===== src/rtl/nmru_pkg.sv =====
// Shared constants and types for the not-most-recently-used victim selector.
package nmru_pkg;

    // Fixed field widths of the request and result.
    localparam int FUNC_W   = 2;
    localparam int SET_IN_W = 6;
    localparam int WAY_IN_W = 3;
    localparam int TIME_W   = 48;
    localparam int RND_W    = 32;
    localparam int VICT_W   = 3;
    localparam int CFG_W    = 4;

    // Function codes carried by a request.
    localparam logic [FUNC_W-1:0] FUNC_TOUCH = 2'd0;
    localparam logic [FUNC_W-1:0] FUNC_INVAL = 2'd1;
    localparam logic [FUNC_W-1:0] FUNC_QUERY = 2'd2;

    // Reset value of the ways-in-use register.
    localparam logic [CFG_W-1:0] WAYS_IN_USE_RESET = 4'd8;

    // Random-value bits consumed by the remainder unit in each cycle.
    localparam int MOD_BITS = 8;

    // Control sequencer states.
    typedef enum logic [1:0] {
        ST_CLEAR,
        ST_IDLE,
        ST_QUERY
    } t_state;

endpackage


===== src/rtl/nmru_mod_unit.sv =====
// Iterative remainder unit: random value modulo a small divisor, several bits per cycle.
module nmru_mod_unit #(
    parameter int REM_W = 3
) (
    input  logic                         i_clk,
    input  logic                         i_rst_n,
    input  logic                         i_start,
    input  logic [nmru_pkg::RND_W-1:0]   i_dividend,
    input  logic [REM_W-1:0]             i_divisor,
    output logic                         o_done,
    output logic [REM_W-1:0]             o_rem
);

    localparam int STEPS = nmru_pkg::RND_W / nmru_pkg::MOD_BITS;
    localparam int CNT_W = (STEPS > 1) ? $clog2(STEPS) : 1;

    logic                        r_busy;
    logic [CNT_W-1:0]            r_cnt;
    logic [nmru_pkg::RND_W-1:0]  r_shift;
    logic [REM_W-1:0]            r_div;
    logic [REM_W-1:0]            r_rem;
    logic [REM_W-1:0]            n_rem;
    logic [REM_W:0]              trial;

    // Restoring steps over the top bits of the shifting dividend.
    always_comb begin
        n_rem = r_rem;
        trial = '0;
        for (int b = nmru_pkg::MOD_BITS - 1; b >= 0; b--) begin
            trial = {n_rem, r_shift[nmru_pkg::RND_W - nmru_pkg::MOD_BITS + b]};
            if (trial >= {1'b0, r_div}) begin
                trial = trial - {1'b0, r_div};
            end
            n_rem = trial[REM_W-1:0];
        end
    end

    // Step counter and busy flag.
    always_ff @(posedge i_clk) begin
        if (!i_rst_n) begin
            r_busy <= 1'b0;
            r_cnt  <= '0;
        end else if (i_start) begin
            r_busy <= 1'b1;
            r_cnt  <= '0;
        end else if (r_busy) begin
            r_cnt <= r_cnt + 1'b1;
            if (r_cnt == CNT_W'(STEPS - 1)) begin
                r_busy <= 1'b0;
            end
        end
    end

    // Datapath: load operands on start, then consume one group of bits per cycle.
    always_ff @(posedge i_clk) begin
        if (i_start) begin
            r_shift <= i_dividend;
            r_div   <= i_divisor;
            r_rem   <= '0;
        end else if (r_busy) begin
            r_shift <= r_shift << nmru_pkg::MOD_BITS;
            r_rem   <= n_rem;
        end
    end

    assign o_done = !r_busy;
    assign o_rem  = r_rem;

endmodule


===== config.mk =====
export PLATFORM = sky130hd
export DESIGN_NAME = nmru_mod_unit
export DESIGN_NICKNAME = d
export VERILOG_FILES = /design/src/rtl/nmru_pkg.sv /design/src/rtl/nmru_mod_unit.sv
export SDC_FILE = /design/constraint.sdc
export NUM_CORES = 1
export LEC_CHECK = 0
export ABC_AREA = 0
export BUFFER_PORTS_ARGS = -buffer_cell sky130_fd_sc_hd__buf_4
export CAP_MARGIN = 5
export CORE_UTILIZATION = 45
export CTS_CLUSTER_DIAMETER = 80
export DETAILED_ROUTE_END_ITERATION = 7
export GPL_ROUTABILITY_DRIVEN = 0
export PLACE_DENSITY = 0.65
export RECOVER_POWER = 25
export SYNTH_ARGS = -nofsm -noshare
export SYNTH_HDL_FRONTEND = slang
export SYNTH_SLANG_ARGS = --single-unit

===== constraint.sdc =====
create_clock -name i_clk -period 14.6 [get_ports i_clk]
set_clock_uncertainty 0.2 [all_clocks]
set_input_delay 1.46 -clock i_clk [delete_from_list [all_inputs] [get_ports i_clk]]
set_output_delay 1.46 -clock i_clk [all_outputs]
set_load 0.05 [all_outputs]

==> out/qor.txt <==
outcome - complete, but fails checks
failing checks - capacitance limit, slew limit
period utilization - 86.6%
Die Wd - 82.8 µm
max_cap viols - 1
Worst-Margin Slew - 2050 ps
r2r endpoint - o_rem[0]$_SDFFE_PP0P_
Yosys top cell area share - 35.8%
Crit Path Class - reg -> reg
first-pass GRT wire length - 9.00 mm
CTS tree - yes
Crit path arrival time - 12550 ps
vias in the first global route - 1957
hold_buf cts - 0
area of the multi-input gates - 1650 µm²
metal3 WL - 253 µm
fill cell count - 575
drt first-iter violations - 51
final std cells w/o fill - 365
Worst Setup EP - o_rem[0]$_SDFFE_PP0P_
DR pass1 iterations - 4
Max FO, Critical Path - 10
share of post-route cells with drive strength above 1 - 30.2%
CP Launch Type - flop
vias per std cell - 5.31
Final setup viols - 0
DR WL/cell - 14.3 µm
Top FF cell, synth - edfxtp_1
Top delay family on crit path - compound AO/OA/AOI/OAI gates
unrepaired setup endpoints after global routing - no
yosys warns - 0
Synth cell types - 54
most common cell in the synthesized netlist - edfxtp_1
met1 WL - 2.48 mm
Async SR Flop Fraction - 0%
ranking of synthesized cells by area - edfxtp_1, ha_1, mux2_2, fa_1, dfxtp_1
Yosys top cell by area - edfxtp_1
post-DP HPWL - 3.82 mm
Starting Density - 46.5%
clock slew at reported path FFs - 80 ps
worst hold margin - 322 ps
Syn Area/Cell - 11.9 µm²
Post-synth EDFFs - 35
register area - 1170 µm²
Global Route Usage Sum - 16.3%
Data required, critical path - 14510 ps
worst rel slew slack - -36.6%
Hold Path Class - reg -> reg
via count - 1939
GR Overflow Total - 0
DR WL met2 - 2.42 mm
synth cell count leaders - edfxtp_1, ha_1, mux2_2
root buffer cell - clkbuf_8
Setup crit start - r_div[1]$_DFFE_PP_
slowest stage delay, CP - 690 ps
CP max stage cell - edfxtp_1
#FFs+latches synth - 41
f_max - 0.0791 GHz
Buffers on Ports - 41
DR DRC count - 0
Mapped Cells - 246
die height - 82.8 µm
CTS Buf Count - 5
Total Neg Setup Slack - 0 ps
Ports - 42
site row count - 29
Slew Viols, Final - 48
# placed instances - 357
largest net degree at the start of global routing - 48
H-Tree Depth - 2
top sig layer - met4
Die ar. - 6860 µm²
register area share after synthesis - 39.9%
Clock Sink Count - 41
diodes inserted - 0
layout net count - 358
R2R Setup Slk - 1960 ps
Area growth, synth to finish - 16.1%
worst-skew pair later-pin latency - 290 ps
Reg2Reg Depth - 53
Crit. End Element - flop
R2R Path Start - r_div[1]$_DFFE_PP_
initial antenna violation count - 0
Post-CTS Setup Inserts - 0
core box area - 6310 µm²
Crit. path cell count - 53
Top cell by count, worst path - nand2_1
Fin. Hold Viols - 0
maximum buffer depth of the clock tree - 2
Mapped Nets - 317
critical path buffer and inverter count - 5
Final Util - 54.0%
DRT Wirelength - 5.21 mm
Mapped Area - 2940 µm²
post_cts resized - 0
antenna viol nets, final - 0
Period minus WS final - 12640 ps
## placed cells by master (no fill, tap or decap), types with 7 or more instances in the layout
master	Yosys	final
mux2i_1	9	9
nor2_1	7	7
edfxtp_1	35	35
fa_1	8	8
mux2_2	24	24
buf_4	0	37
inv_1	21	21
and2_1	9	7
nand2_1	19	19
ha_1	25	25
## cells by family after synthesis
kind of cell	share of synthesized area, %
simple gates	10.6
xor+xnor	2.68
compound gates	14.0
flops	39.9
mux	12.8
buf+inv	3.96
fa+ha+maj	16.1
## final cells by class
class                           instances  share of cell area [%]
Inverter                               22                    2.42
Clock inverter                          2                   0.990
Clock buffer                            6                    2.13
Sequential cell                        41                    34.3
Tap cell                               77                    2.82
Timing Repair Buffer                   41                    8.91
Multi-Input combinational cell        176                    48.4
## tightest hold or removal path, stage by stage, from the launching register on
cell     delay [ps]
dfxtp_1         340
mux2i_1          70
nor2_1           80
## per-layer routing
metal  GRT usage (%)  up-vias
met5               0        -
met4            5.17        0
met3            3.88        6
met2            26.5       42
met1            21.5      915
li1                -      976
## flip-flops by register name, summed over array words and instances (netlist names)
signal and cells:
r_shift 32, o_rem 3, r_div 3, r_cnt 2, r_busy 1
## worst min path at each step
stage          cells past startpoint                  start                    end
2_1_floorplan                      2  r_cnt[1]$_SDFFE_PP0P_  r_cnt[1]$_SDFFE_PP0P_
3_3_place_gp                       2  r_cnt[1]$_SDFFE_PP0P_  r_cnt[1]$_SDFFE_PP0P_
3_5_place_dp                       2  r_cnt[1]$_SDFFE_PP0P_  r_cnt[1]$_SDFFE_PP0P_
4_1_cts                            2  r_cnt[1]$_SDFFE_PP0P_  r_cnt[1]$_SDFFE_PP0P_
5_1_grt                            2  r_cnt[1]$_SDFFE_PP0P_  r_cnt[1]$_SDFFE_PP0P_
6_report                           2  r_cnt[1]$_SDFFE_PP0P_  r_cnt[1]$_SDFFE_PP0P_
## stage by stage
| stage | setup slack, ps | area, µm² |
|---|---|---|
| after floorplan | 3380 | 2940 |
| after global placement | 2160 | 3310 |
| after detailed placement | 1970 | 3310 |
| after CTS | 1900 | 3410 |
| after global routing | 833 | 3410 |
| final | 1960 | 3410 |
Power is not shown: default switching activity piles up to over one toggle a cycle in this logic, so the estimate is an artifact.
